$ cat src/rtl/hnfs_pkg.sv
// shared constants and types for the hdlc nrzi frame serializer
package hnfs_pkg;

   localparam int unsigned DATA_W = 8;
   localparam int unsigned PAT_W  = 35;
   localparam int unsigned CNT_W  = 6;
   localparam int unsigned LEFT_W = 4;
   localparam int unsigned RUN_W  = 3;

   localparam logic [7:0] FLAG_BYTE = 8'h7E;

   // ramp ones, training bits, start flag; bit 0 goes out first
   localparam logic [PAT_W-1:0] PREFIX_PATTERN = {FLAG_BYTE, 24'h555555, 3'b111};
   localparam logic [CNT_W-1:0] PREFIX_BITS    = 6'd35;

   // end flag followed by three ramp-down zeros
   localparam logic [PAT_W-1:0] TAIL_PATTERN = {27'd0, FLAG_BYTE};
   localparam logic [CNT_W-1:0] TAIL_BITS    = 6'd11;

   localparam logic [LEFT_W-1:0] BYTE_BITS   = 4'd8;
   localparam logic [RUN_W-1:0]  STUFF_LIMIT = 3'd5;

   // one line symbol from the sequencer to the encoder
   typedef struct packed {
      logic set_level;
      logic bit_value;
      logic frame_end;
   } sym_type;

endpackage

$ cat src/rtl/hnfs_sequencer.sv
// bit-serial frame sequencer: prefix, stuffed data bits, end flag and ramp-down
module hnfs_sequencer (
   input  logic                        clock,
   input  logic                        reset,
   input  logic                        req_tvalid,
   output logic                        req_tready,
   input  logic [hnfs_pkg::DATA_W-1:0] req_tdata,
   input  logic                        req_tuser,
   input  logic                        req_tlast,
   input  logic                        step,
   output logic                        sym_valid,
   output hnfs_pkg::sym_type           sym
);
   import hnfs_pkg::*;

   typedef enum logic [2:0] {
      ST_IDLE,
      ST_LEVEL,
      ST_PREFIX,
      ST_DATA,
      ST_STUFF,
      ST_TAIL
   } state_type;

   state_type          state_ff, state_in;
   logic [DATA_W-1:0]  byte_ff, byte_in;
   logic               last_ff, last_in;
   logic [PAT_W-1:0]   pat_ff, pat_in;
   logic [CNT_W-1:0]   cnt_ff, cnt_in;
   logic [LEFT_W-1:0]  left_ff, left_in;
   logic [RUN_W-1:0]   ones_ff, ones_in;
   state_type          done_state;

   assign req_tready = (state_ff == ST_IDLE);
   assign sym_valid  = (state_ff != ST_IDLE);
   assign done_state = last_ff ? ST_TAIL : ST_IDLE;

   always_comb begin
      sym.set_level = (state_ff == ST_LEVEL);
      sym.frame_end = (state_ff == ST_TAIL) && (cnt_ff == 6'd1);
      unique case (state_ff)
         ST_PREFIX, ST_TAIL: sym.bit_value = pat_ff[0];
         ST_DATA:            sym.bit_value = byte_ff[0];
         ST_STUFF:           sym.bit_value = 1'b0;
         default:            sym.bit_value = 1'b1;
      endcase
   end

   always_comb begin
      state_in = state_ff;
      byte_in  = byte_ff;
      last_in  = last_ff;
      pat_in   = pat_ff;
      cnt_in   = cnt_ff;
      left_in  = left_ff;
      ones_in  = ones_ff;
      unique case (state_ff)
         ST_IDLE: begin
            if (req_tvalid) begin
               byte_in = req_tdata;
               last_in = req_tlast;
               left_in = BYTE_BITS;
               if (req_tuser) begin
                  ones_in  = '0;
                  state_in = ST_LEVEL;
               end else begin
                  state_in = ST_DATA;
               end
            end
         end
         ST_LEVEL: begin
            if (step) begin
               pat_in   = PREFIX_PATTERN;
               cnt_in   = PREFIX_BITS;
               state_in = ST_PREFIX;
            end
         end
         ST_PREFIX: begin
            if (step) begin
               pat_in = pat_ff >> 1;
               cnt_in = cnt_ff - 6'd1;
               if (cnt_ff == 6'd1) state_in = ST_DATA;
            end
         end
         ST_DATA: begin
            if (step) begin
               byte_in = byte_ff >> 1;
               left_in = left_ff - 4'd1;
               if (byte_ff[0] && (ones_ff == STUFF_LIMIT - 3'd1)) begin
                  ones_in  = '0;
                  state_in = ST_STUFF;
               end else begin
                  ones_in = byte_ff[0] ? ones_ff + 3'd1 : '0;
                  if (left_ff == 4'd1) state_in = done_state;
               end
            end
         end
         ST_STUFF: begin
            if (step) state_in = (left_ff == '0) ? done_state : ST_DATA;
         end
         ST_TAIL: begin
            if (step) begin
               pat_in = pat_ff >> 1;
               cnt_in = cnt_ff - 6'd1;
               if (cnt_ff == 6'd1) state_in = ST_IDLE;
            end
         end
         default: state_in = ST_IDLE;
      endcase
      // entering the tail: load end flag and ramp-down, run count restarts
      if (state_in == ST_TAIL && state_ff != ST_TAIL) begin
         pat_in  = TAIL_PATTERN;
         cnt_in  = TAIL_BITS;
         ones_in = '0;
      end
   end

   always_ff @(posedge clock) begin
      if (reset) begin
         state_ff <= ST_IDLE;
         ones_ff  <= '0;
      end else begin
         state_ff <= state_in;
         ones_ff  <= ones_in;
      end
      byte_ff <= byte_in;
      last_ff <= last_in;
      pat_ff  <= pat_in;
      cnt_ff  <= cnt_in;
      left_ff <= left_in;
   end

endmodule

$ cat src/rtl/hnfs_nrzi_encoder.sv
// nrzi line level tracking and the output register of the result channel
module hnfs_nrzi_encoder (
   input  logic              clock,
   input  logic              reset,
   input  logic              sym_valid,
   input  hnfs_pkg::sym_type sym,
   output logic              slot_free,
   output logic              rsp_tvalid,
   input  logic              rsp_tready,
   output logic              line_bit,
   output logic              frame_end
);
   import hnfs_pkg::*;

   logic level_ff, level_in;
   logic valid_ff, valid_in;
   logic bit_ff, bit_in;
   logic end_ff, end_in;
   logic take;

   assign slot_free = !valid_ff || rsp_tready;
   assign take      = sym_valid && slot_free;

   always_comb begin
      level_in = level_ff;
      valid_in = valid_ff && !rsp_tready;
      bit_in   = bit_ff;
      end_in   = end_ff;
      if (take) begin
         // a zero toggles the line, a one holds it
         if (sym.set_level) level_in = 1'b1;
         else if (!sym.bit_value) level_in = !level_ff;
         valid_in = 1'b1;
         bit_in   = level_in;
         end_in   = sym.frame_end;
      end
   end

   always_ff @(posedge clock) begin
      if (reset) begin
         level_ff <= 1'b1;
         valid_ff <= 1'b0;
      end else begin
         level_ff <= level_in;
         valid_ff <= valid_in;
      end
      bit_ff <= bit_in;
      end_ff <= end_in;
   end

   assign rsp_tvalid = valid_ff;
   assign line_bit   = bit_ff;
   assign frame_end  = end_ff;

endmodule

$ cat src/rtl/hdlc_nrzi_frame_serializer_top.sv
// top level of the hdlc nrzi frame serializer
// Takes one frame byte per request and sends its NRZI line bits one per clock
// cycle, while rsp_tready does not hold the output register, through a single
// bit-serial path. A byte without a first mark yields 8 to 10 bits (8 data
// bits plus a stuffed zero after each five ones in a row); a first mark adds
// 36 bits ahead of it (level bit, ramp, training and start flag) and a last
// mark adds 11 after it (end flag and three ramp-down zeros), 56 bits at most.
// The request is taken in idle, then the bit sequencer steps once per emitted
// bit and stalls while the output register is held by rsp_tready low.
// The next request is taken once the current one's final bit has entered the
// output register.
module hdlc_nrzi_frame_serializer_top (
   input  logic       clock,
   input  logic       reset,
   input  logic       req_tvalid,
   output logic       req_tready,
   input  logic [7:0] req_tdata,   // [7:0] data_byte
   input  logic       req_tuser,   // [0] first_byte
   input  logic       req_tlast,   // last_byte
   output logic       rsp_tvalid,
   input  logic       rsp_tready,
   output logic [7:0] rsp_tdata,   // [0] line_bit, [7:1] zero
   output logic       rsp_tlast    // frame_end
);
   import hnfs_pkg::*;

   logic    sym_valid;
   sym_type sym;
   logic    slot_free;
   logic    line_bit;

   hnfs_sequencer u_sequencer (
      .clock      (clock),
      .reset      (reset),
      .req_tvalid (req_tvalid),
      .req_tready (req_tready),
      .req_tdata  (req_tdata),
      .req_tuser  (req_tuser),
      .req_tlast  (req_tlast),
      .step       (slot_free),
      .sym_valid  (sym_valid),
      .sym        (sym)
   );

   hnfs_nrzi_encoder u_encoder (
      .clock      (clock),
      .reset      (reset),
      .sym_valid  (sym_valid),
      .sym        (sym),
      .slot_free  (slot_free),
      .rsp_tvalid (rsp_tvalid),
      .rsp_tready (rsp_tready),
      .line_bit   (line_bit),
      .frame_end  (rsp_tlast)
   );

   assign rsp_tdata = {7'd0, line_bit};

endmodule
$ cat config.mk
export PLATFORM = sky130hd
export DESIGN_NAME = hdlc_nrzi_frame_serializer_top
export DESIGN_NICKNAME = d
export VERILOG_FILES = /design/src/rtl/hnfs_pkg.sv /design/src/rtl/hnfs_sequencer.sv /design/src/rtl/hnfs_nrzi_encoder.sv /design/src/rtl/hdlc_nrzi_frame_serializer_top.sv
export SDC_FILE = /design/constraint.sdc
export NUM_CORES = 1
export LEC_CHECK = 0
export BUFFER_PORTS_ARGS = -buffer_cell sky130_fd_sc_hd__buf_4
export CAP_MARGIN = 20
export CORE_ASPECT_RATIO = 2
export CORE_MARGIN = 2
export CORE_UTILIZATION = 59
export DETAILED_ROUTE_END_ITERATION = 8
export PLACE_DENSITY = 0.79
export SLEW_MARGIN = 40
export SYNTH_ARGS = -nofsm -noshare
export SYNTH_HDL_FRONTEND = slang
export SYNTH_HIERARCHICAL = 1
export SYNTH_SLANG_ARGS = --single-unit
$ cat constraint.sdc
create_clock -name clock -period 2.3 [get_ports clock]
set_clock_uncertainty 0.05 [all_clocks]
set_input_delay 0.46 -clock clock [delete_from_list [all_inputs] [get_ports clock]]
set_output_delay 0.46 -clock clock [all_outputs]
set_load 0.01 [all_outputs]
==> results.json, run 1 <==
{
  "synth.distinct_cells": 54,
  "n_fill_cell": 382,
  "grt_first_pass_wirelength_um": 9460,
  "first_global_vias": 2228,
  "global_route.overflow_total": 0,
  "grt_max_degree": 44,
  "die_area_um2": 5540,
  "synth_adder_area_share_pct": 3.01,
  "tightest_slew_ns": 0.592,
  "final_max_slew_violation_count": 0,
  "yosysTopAreaCellShare_pct": 33.1,
  "grt_antenna_before_repair": 0,
  "worstSkewPairLatency_ns": 0.34,
  "endpoint_kind_of_the_worst_setup_timing_path": "register",
  "post_drt_via_cell_ratio": 5.83,
  "period_share_pct": 94.3,
  "detail_route.wl_per_cell_um": 15.2,
  "synth_top_family_by_area": "simple AND/OR/NAND/NOR gates",
  "start_util_pct": 60.3,
  "list_of_most_frequent_post_synthesis_cells": "dfxtp_1, nor3_1, nor2_1, nand2_1, edfxtp_1",
  "detailed_place_hpwl_um": 4080,
  "drt.antenna.violating_nets": 0,
  "crit_arrival_ns": 2.36,
  "synth-warning-count": 6,
  "drt_pass1_iterations": 4,
  "cell_chain_of_the_critical_path": "inv_1 > ha_1 > and3_1 > o21ai_1 > a221oi_2 > a311oi_4 > buf_4 > buf_12 > a221o_1",
  "area_growth_pct": 15.4,
  "portBuffers": 17,
  "min-delay-path-class": "input port to register",
  "tns_ns": 0,
  "chipHeight_um": 103,
  "groute.usage.overall_pct": 23.9,
  "timing.setup.critical_path_class": "register to register",
  "timing.rr.end": "u_sequencer/pat_ff[4]",
  "gpl.final_weighted_congestion": 0.840,
  "cts_buffer_depth": 2,
  "yosysTopAreaCell": "dfxtp_1",
  "timing_hold_violations_final": 0,
  "rsz0062_at_grt": "false",
  "compound_gate_fraction_of_synth_area_pct": 13.9,
  "synthMostInstantiatedCell": "dfxtp_1",
  "ys_seq_elements": 63,
  "syn_avg_cell_area_um2": 9.31,
  "rr_startpoint": "u_sequencer/ones_ff[0]",
  "post_synth_main_area_contributors": "dfxtp_1, edfxtp_1, nor3_1, nor2_1, nand2_1",
  "worst_setup_path_startpoint": "u_sequencer/ones_ff[0]",
  "static_leak_nw": 1.37,
  "share_of_synthesized_flip_flops_with_an_asynchronous_set_or_reset_pct": 0,
  "timing.final.crit_period_ns": 2.17,
  "route.final.wire_length_um": 6090,
  "tritoncts_num_sinks": 63,
  "vias": 2333,
  "diodes": 0,
  "r2r_setup_slk_ns": 0.13,
  "ir_drop_v": 0.000751,
  "critical-path-max-stage-delay_ns": 0.38,
  "max_slew_margin_pct": 60.5,
  "route.detailed.drc": 0,
  "worst_path_max_delay_cell": "a221oi_2",
  "drt_first_iter_violations": 53,
  "synth_edf_count": 15,
  "fmaxAchievable_mhz": 461,
  "synthCells": 312,
  "cellPowerDensity_nw_per_um2": 1010,
  "fin_area_um2": 3350,
  "cts_htree_levels": 3,
  "path_clk_slew_ns": 0.07,
  "outcome": "finished clean",
  "worst_ep_required_time_ns": 2.49,
  "io-pin-count": 25,
  "finalNetCount": 359,
  "width_of_the_die_um": 53.6,
  "startpoint_class_of_the_critical_path": "register",
  "timing.final.setup_violations": 0,
  "cts_root_buf": "clkbuf_8",
  "worst-r2r-cell-count": 9,
  "seq_area_frac_synth_pct": 48.6,
  "drive_gt1_share_pct": 18.7,
  "cts_buffers": 9,
  "yosys-mux-area-fraction_pct": 0.345,
  "crit_path_max_fanout": 22,
  "synth_simple_gate_area_share_pct": 24.5,
  "synth_flop_cell": "dfxtp_1",
  "max_cap_viol_count": 0,
  "core_um2": 4820,
  "number_of_placement_rows": 36,
  "crit_end": "u_sequencer/pat_ff[4]",
  "synth-xor-area-share_pct": 2.11,
  "netlist_area_um2": 2910,
  "place_area_um2": 3080,
  "tritoncts": "done"
}
[logic make-up (layout without fill, tap and decap cells)]
kind of cell               Yosys count  after routing
xor gates and xnor gates             7              7
adders and majority gates            7              7
DFF                                 63             63
AOI/OAI and AO/OA                   51             51
buffers and inverters               39             64
and+or+nand+nor                    143            143
muxes                                1              1
other                                1              7
[metal layers]
layer	global-route usage (%)	wire [µm]
met4	15.2	212
met5	0	0
met1	22.3	2260
met2	43.3	3420
met3	6.75	191
[sequential cells by signal, summed over array words and instances, names as in the netlist]
signal                count
u_encoder/level_ff        1
u_sequencer/pat_ff       34
u_sequencer/cnt_ff        6
u_sequencer/left_ff       4
u_sequencer/byte_ff       8
u_sequencer/last_ff       1
u_encoder/line_bit        1
u_sequencer/ones_ff       3
u_encoder/frame_end       1
u_sequencer/state_ff      3
u_encoder/rsp_tvalid      1
[worst min path at each step]
| stage | start | to | slack (ns) | cells after the start |
|---|---|---|---|---|
| floorplan | u_sequencer/pat_ff[33] | u_sequencer/pat_ff[33] | 0.38 | 2 |
| global placement | u_sequencer/pat_ff[33] | u_sequencer/pat_ff[33] | 0.40 | 2 |
| detailed placement | u_sequencer/pat_ff[0] | u_sequencer/pat_ff[0] | 0.41 | 2 |
| CTS | req_tlast | u_sequencer/last_ff | 0.24 | 1 |
| global route | req_tlast | u_sequencer/last_ff | 0.24 | 1 |
| finish | req_tlast | u_sequencer/last_ff | 0.26 | 1 |
[final cells by class]
| class | instances | area [µm²] | share of cell area, % |
|---|---|---|---|
| Multi-Input combinational cell | 216 | 1310 | 39.1 |
| Sequential cell | 63 | 1420 | 42.2 |
| Clock buffer | 13 | 170 | 5.08 |
| Timing Repair Buffer | 35 | 297 | 8.85 |
| Tap cell | 57 | 71.3 | 2.13 |
| Inverter | 13 | 48.8 | 1.46 |
| Clock inverter | 3 | 40.0 | 1.19 |
[through the flow]
stage	worst slack, ns	power, mW	utilization, %	hold slack, ns	std cells
floorplan	0.171	2.19	-	0.385	318
global placement	0.0853	2.36	63.9	0.396	380
detailed placement	0.0457	2.41	63.9	0.415	380
CTS	0.119	3.41	68.3	0.245	396
global route	0.0185	3.59	69.5	0.242	400
finish	0.130	3.40	69.5	0.259	400
[cells in the final DEF (no fill, tap or decap), drive strengths merged, types with 12 or more instances in the layout]
master / netlist / final
a22oi: 12 / 12
buf: 17 / 34
clkbuf: 9 / 14
dfxtp: 48 / 48
edfxtp: 15 / 15
inv: 13 / 13
nand2: 31 / 31
nor2: 39 / 39
nor3: 43 / 43
[power breakdown]
part / internal [mW] / switching, mW / total (mW)
sequential: 1.46 / 0.207 / 1.67
combinational: 0.334 / 0.390 / 0.724
clock: 0.593 / 0.411 / 1.00
total: 2.39 / 1.01 / 3.40
[critical path, delay by kind of cell, from the launching register on]
family / cells / cell delay (ns)
DFF: 1 / 0.32
AOI/OAI and AO/OA: 4 / 0.86
buffers and inverters: 3 / 0.41
and+or+nand+nor: 1 / 0.21
adders and majority gates: 1 / 0.21
[what timing repair did]
action                                 CTS  global route
hold buffers                             0             0
setup buffers                            0             2
endpoints found under the hold margin    0             0
setup endpoints to repair                0            38
resized for setup                        0             4
Note: power is estimated with default switching activity, not from simulation.
==> inputs of run 2 (changes only) <==
Settings changed: ABC_AREA set to 1, SYNTH_HIERARCHICAL 1 to unset.
==> run 2 against run 1 <==
  * Final area shrank 3.6%
  * Synthesized cell count is 22% higher
  * Sequential share of layout area grew 1.5 points
  * Critical path depth up 2
  * Register-to-register slack improved by 0.18 ns
  * Sequential cell count unchanged
  * Critical path type unchanged
  * Largest power group unchanged
==> results.json, run 2 <==
{
  "detailed_place_hpwl_um": 4190,
  "diodes": 0,
  "hold_bufs_inserted_after_cts": 0,
  "cts_buffers": 9,
  "total_power_mw": 3.70,
  "route.final.wire_length_um": 5820,
  "share_of_synthesized_flip_flops_with_an_asynchronous_set_or_reset_pct": 0,
  "synth-warning-count": 0,
  "number_of_placement_rows": 36,
  "tns_ns": 0,
  "drt_first_iter_violations": 84,
  "postLayoutCoreUtil_pct": 67.1,
  "grt_max_degree": 32,
  "reg_top3": "u_sequencer.pat_ff: 34 flops, u_sequencer.byte_ff: 8 flops, u_sequencer.cnt_ff: 6 flops",
  "ys_seq_elements": 63,
  "groute.usage.overall_pct": 24.6,
  "synth.distinct_cells": 28,
  "timing.final.setup_violations": 0,
  "final_max_slew_violation_count": 0,
  "yosysTopAreaCell": "dfxtp_1",
  "tritoncts": "done",
  "endpoint_kind_of_the_worst_setup_timing_path": "register",
  "start_util_pct": 60.3,
  "post_synth_main_area_contributors": "dfxtp_1, edfxtp_1, nand2_1, nor2_1, inv_1",
  "layout.cells.most_common_list": "nand2_1, nor2_1, dfxtp_1, inv_1, buf_4",
  "rsz0062_at_grt": "false",
  "list_of_most_frequent_post_synthesis_cells": "nand2_1, nor2_1, dfxtp_1, inv_1, o21ai_0",
  "yosysTopAreaCellShare_pct": 33.0,
  "detailedPlace.worstSlack_ns": 0.289,
  "netlist_area_um2": 2910,
  "drive_gt1_share_pct": 12.6,
  "static_leak_nw": 1.50,
  "worstSkewPairLatency_ns": 0.34,
  "synth_edf_count": 15,
  "vias": 2479,
  "global_route.overflow_total": 0,
  "cts_htree_levels": 3,
  "timing.final.ws_setup_ns": 0.307,
  "path_clk_slew_ns": 0.07,
  "final-seq-area_um2": 1410,
  "fin_hold_ws_ns": 0.246,
  "finalNetCount": 421,
  "max_cap_viol_count": 0,
  "fmaxAchievable_mhz": 502,
  "grt_antenna_before_repair": 0,
  "worst_ep_required_time_ns": 2.46,
  "cellPowerDensity_nw_per_um2": 1140,
  "postCtsSetupBuffers": 0,
  "timing.setup.critical_path_class": "register to register",
  "n_fill_cell": 426,
  "core_um2": 4820,
  "ir_drop_v": 0.000761,
  "crit_arrival_ns": 2.15,
  "width_of_the_die_um": 53.6,
  "cts_buffer_depth": 2,
  "detail_route.wl_per_cell_um": 12.6,
  "tritoncts_num_sinks": 63,
  "crit_path_max_fanout": 31,
  "syn_avg_cell_area_um2": 7.63,
  "synth_flop_cell": "dfxtp_1",
  "seq_area_frac_synth_pct": 48.5,
  "largest_register": "u_sequencer.pat_ff",
  "largest_register_ffs": 34,
  "gpl.final_weighted_congestion": 0.856,
  "synthCells": 381,
  "io-pin-count": 25,
  "timing.final.crit_period_ns": 1.99,
  "drt.antenna.violating_nets": 0,
  "layout_commonest_cell": "nand2_1",
  "timing_hold_violations_final": 0,
  "die_area_um2": 5540,
  "portBuffers": 17,
  "synthMostInstantiatedCell": "nand2_1",
  "area_growth_pct": 11.1,
  "startpoint_class_of_the_critical_path": "register",
  "first_global_vias": 2409,
  "outcome": "finished clean",
  "period_share_pct": 86.7,
  "multiInputGateArea_um2": 1220,
  "grt_first_pass_wirelength_um": 9890,
  "drt_pass1_iterations": 4,
  "cts_resized": 0,
  "min-delay-path-class": "input port to register",
  "cts_root_buf": "clkbuf_8",
  "chipHeight_um": 103,
  "post_drt_via_cell_ratio": 5.37,
  "route.detailed.drc": 0
}
## run 2: kinds of logic (layout without fill, tap and decap cells)
logic type,Yosys count,in the layout,synth area share [%]
AND/OR/NAND/NOR,194,194,26.8
flip-flops,63,63,48.5
buffers and inverters,59,77,10.2
AO/OA/AOI/OAI,54,54,10.3
adder cells (fa/ha/maj),7,7,3.01
XOR/XNOR,3,3,0.904
other,1,7,0.129
## run 2: metal layers
| layer | GRT usage (%) | routed length (µm) |
|---|---|---|
| met5 | 0 | 0 |
| met1 | 24.0 | 2200 |
| met3 | 6.32 | 208 |
| met4 | 15.0 | 215 |
| met2 | 44.1 | 3200 |
## run 2: path summary, 6_finish.rpt
path                          startpoint                       to  slack, ns  cells after the start
hold / removal                     reset  u_sequencer.state_ff[0]       0.25                      2
hold reg to reg    u_sequencer.cnt_ff[1]    u_sequencer.cnt_ff[1]       0.45                      2
setup / recovery  u_sequencer.left_ff[1]    u_sequencer.pat_ff[8]       0.31                     11
setup reg to reg  u_sequencer.left_ff[1]    u_sequencer.pat_ff[8]       0.31                     11
## run 2: layout make-up
class                           instances  area share [%]
Clock buffer                           10            4.26
Clock inverter                          6            1.82
Inverter                               37            4.30
Multi-Input combinational cell        265            37.8
Sequential cell                        63            43.7
Tap cell                               57            2.21
Timing Repair Buffer                   24            5.96
## run 2: critical path, stage by stage (launching register included)
cell and delay [ns]:
edfxtp_1 0.38, inv_1 0.13, ha_1 0.22, nand2_1 0.09, nor2_1 0.12, nand2_1 0.07
nand2_1 0.08, a21oi_2 0.07, nand2_1 0.10, nand2_1 0.09, inv_2 0.38, nor2_1 0.09
## run 2: metrics by stage
step / instance area [µm²] / instances
final: 3230 / 462
after global routing: 3230 / 462
after CTS: 3230 / 462
after floorplan: 2930 / 387
after global placement: 3040 / 446
after detailed placement: 3040 / 446
## run 2: power by group
group / internal, mW / leakage (nW) / switching (mW)
combinational: 0.420 / 0.864 / 0.636
clock: 0.524 / 0.102 / 0.424
sequential: 1.51 / 0.538 / 0.188
total: 2.45 / 1.50 / 1.25
==> inputs of run 3 (changes only) <==
Clock period 2.3 ns to 1.84 ns, I/O delays scaled along.
==> run 3 against run 2 <==
  * Via count up 0.85%
  * Worst setup slack worse by 0.25 ns
  * Sequential share of layout area is 2.5 points lower
  * Clock-buffer cell count grew 2
  * Sequential power grew 25%
  * Routed wire length rose by 6.9%
  * Fmax is 12% higher
  * Utilization grew 4.3 points
  * Largest cell class unchanged
  * Highest routed layer unchanged
==> results.json, run 3 (same netlist as run 2, synthesis figures left out) <==
{
  "detail_route.wl_per_cell_um": 13.2,
  "timing.setup.critical_path_class": "register to register",
  "width_of_the_die_um": 53.6,
  "largest_register": "u_sequencer.pat_ff",
  "timing.final.crit_period_ns": 1.78,
  "final_max_slew_violation_count": 0,
  "start_util_pct": 60.3,
  "n_fill_cell": 388,
  "outcome": "finished clean",
  "cts_root_buf": "clkbuf_8",
  "timing_hold_violations_final": 0,
  "timing.final.setup_violations": 0,
  "die_area_um2": 5540,
  "crit_top_cell": "nor2_1",
  "cts_buffers": 9,
  "drt.antenna.violating_nets": 0,
  "post_drt_via_cell_ratio": 5.32,
  "endpoint_kind_of_the_worst_setup_timing_path": "register",
  "chipHeight_um": 103,
  "grt_antenna_before_repair": 0,
  "place_area_um2": 3080,
  "min_delay_worst_endpoint": "u_sequencer.state_ff[2]",
  "rr_startpoint": "u_sequencer.left_ff[0]",
  "cts_buffer_depth": 2,
  "grt_first_pass_wirelength_um": 9340,
  "layout_commonest_cell": "nand2_1",
  "fin_area_um2": 3440,
  "count_of_cell_instances_traversed_by_the_critical_path": 10,
  "grt_max_degree": 41,
  "r2r_setup_slk_ns": 0.06,
  "drive_gt1_share_pct": 20.3,
  "cts_htree_levels": 3,
  "critical-path-max-stage-delay_ns": 0.46,
  "reg_top3": "u_sequencer.pat_ff: 34 flops, u_sequencer.byte_ff: 8 flops, u_sequencer.cnt_ff: 6 flops",
  "crit_arrival_ns": 1.96,
  "tns_ns": 0,
  "number_of_placement_rows": 36,
  "first_global_vias": 2329,
  "groute.usage.overall_pct": 23.6,
  "fmaxAchievable_mhz": 561,
  "cellPowerDensity_nw_per_um2": 1320,
  "largest_register_ffs": 34,
  "core_um2": 4820,
  "timing.rr.end": "u_sequencer.pat_ff[31]",
  "hold_bufs_inserted_after_cts": 0,
  "tritoncts": "done",
  "tritoncts_num_sinks": 63,
  "route.detailed.drc": 0,
  "vias": 2500,
  "startpoint_class_of_the_critical_path": "register",
  "worst-path-buf-inv": 2,
  "timing.final.ws_setup_ns": 0.0575,
  "io-pin-count": 25,
  "portBuffers": 17,
  "diodes": 0,
  "route.final.wire_length_um": 6220,
  "period_share_pct": 96.9,
  "detailedPlace.worstSlack_ns": 0.00149,
  "layout.cells.most_common_list": "nand2_1, nor2_1, dfxtp_1, inv_1, buf_4",
  "worst_ep_required_time_ns": 2.02,
  "rsz0062_at_grt": "true",
  "critical-path-top-delay-family": "simple AND/OR/NAND/NOR gates",
  "holdCritStartpoint": "reset",
  "area_growth_pct": 18.2,
  "finalNetCount": 431,
  "global_route.overflow_total": 0,
  "path_clk_slew_ns": 0.07,
  "worst_hold_depth": 2,
  "gpl.final_weighted_congestion": 0.937,
  "detailed_place_hpwl_um": 4100,
  "cell_chain_of_the_critical_path": "ha_4 > a21oi_1 > nor2_1 > nor2_1 > nor2_2 > nor2_2 > nand2_2 > clkinv_4 > clkbuf_16 > nor2_1",
  "total_power_mw": 4.53,
  "worst-r2r-cell-count": 10,
  "max_cap_viol_count": 0,
  "worst_path_max_delay_cell": "edfxtp_1",
  "ir_drop_v": 0.000858,
  "static_leak_nw": 1.58,
  "postLayoutCoreUtil_pct": 71.3,
  "worstSkewPairLatency_ns": 0.35,
  "crit_path_max_fanout": 8,
  "min-delay-path-class": "input port to register",
  "drt_pass1_iterations": 4,
  "drt_first_iter_violations": 68
}
run 3: worst max path at each step:
stage | start | endpoint | slack [ns]
global placement | rsp_tready | u_sequencer.ones_ff[0] | 0.03
detailed placement | rsp_tready | u_sequencer.ones_ff[1] | 0.001
global route | u_sequencer.left_ff[1] | u_sequencer.cnt_ff[2] | -0.07
finish | u_sequencer.left_ff[0] | u_sequencer.pat_ff[31] | 0.06
CTS | u_sequencer.left_ff[1] | u_sequencer.ones_ff[1] | 0.04
floorplan | u_sequencer.state_ff[1] | u_sequencer.ones_ff[0] | 0.05
run 3: metal layers:
layer / wire (µm) / track usage [%]
met1: 2270 / 20.7
met2: 3550 / 42.3
met3: 223 / 8.76
met4: 175 / 15.8
met5: 0 / 0
run 3: repair_timing:
item,4_1_cts,5_1_grt
endpoints found under the setup margin,0,43
resized for setup,0,36
buffers inserted,0,5
run 3: final cells by class:
cell class | count | area [µm²] | share of cell area (%)
Timing Repair Buffer | 34 | 332 | 9.65
Clock inverter | 2 | 10.0 | 0.291
Sequential cell | 63 | 1410 | 41.1
Clock buffer | 12 | 145 | 4.22
Tap cell | 57 | 71.3 | 2.07
Multi-Input combinational cell | 265 | 1320 | 38.4
Inverter | 37 | 146 | 4.26
run 3: power by group:
part           switching [mW]  internal, mW  leakage, nW
logic                   0.820         0.581        0.956
registers               0.243          1.89        0.539
clock network           0.496         0.506       0.0821
run 3: per-stage QoR:
step	cells	hold WS, ns
after floorplan	387	0.387
after global placement	448	0.426
after detailed placement	448	0.424
after CTS	462	0.126
after global routing	470	0.136
final	470	0.147
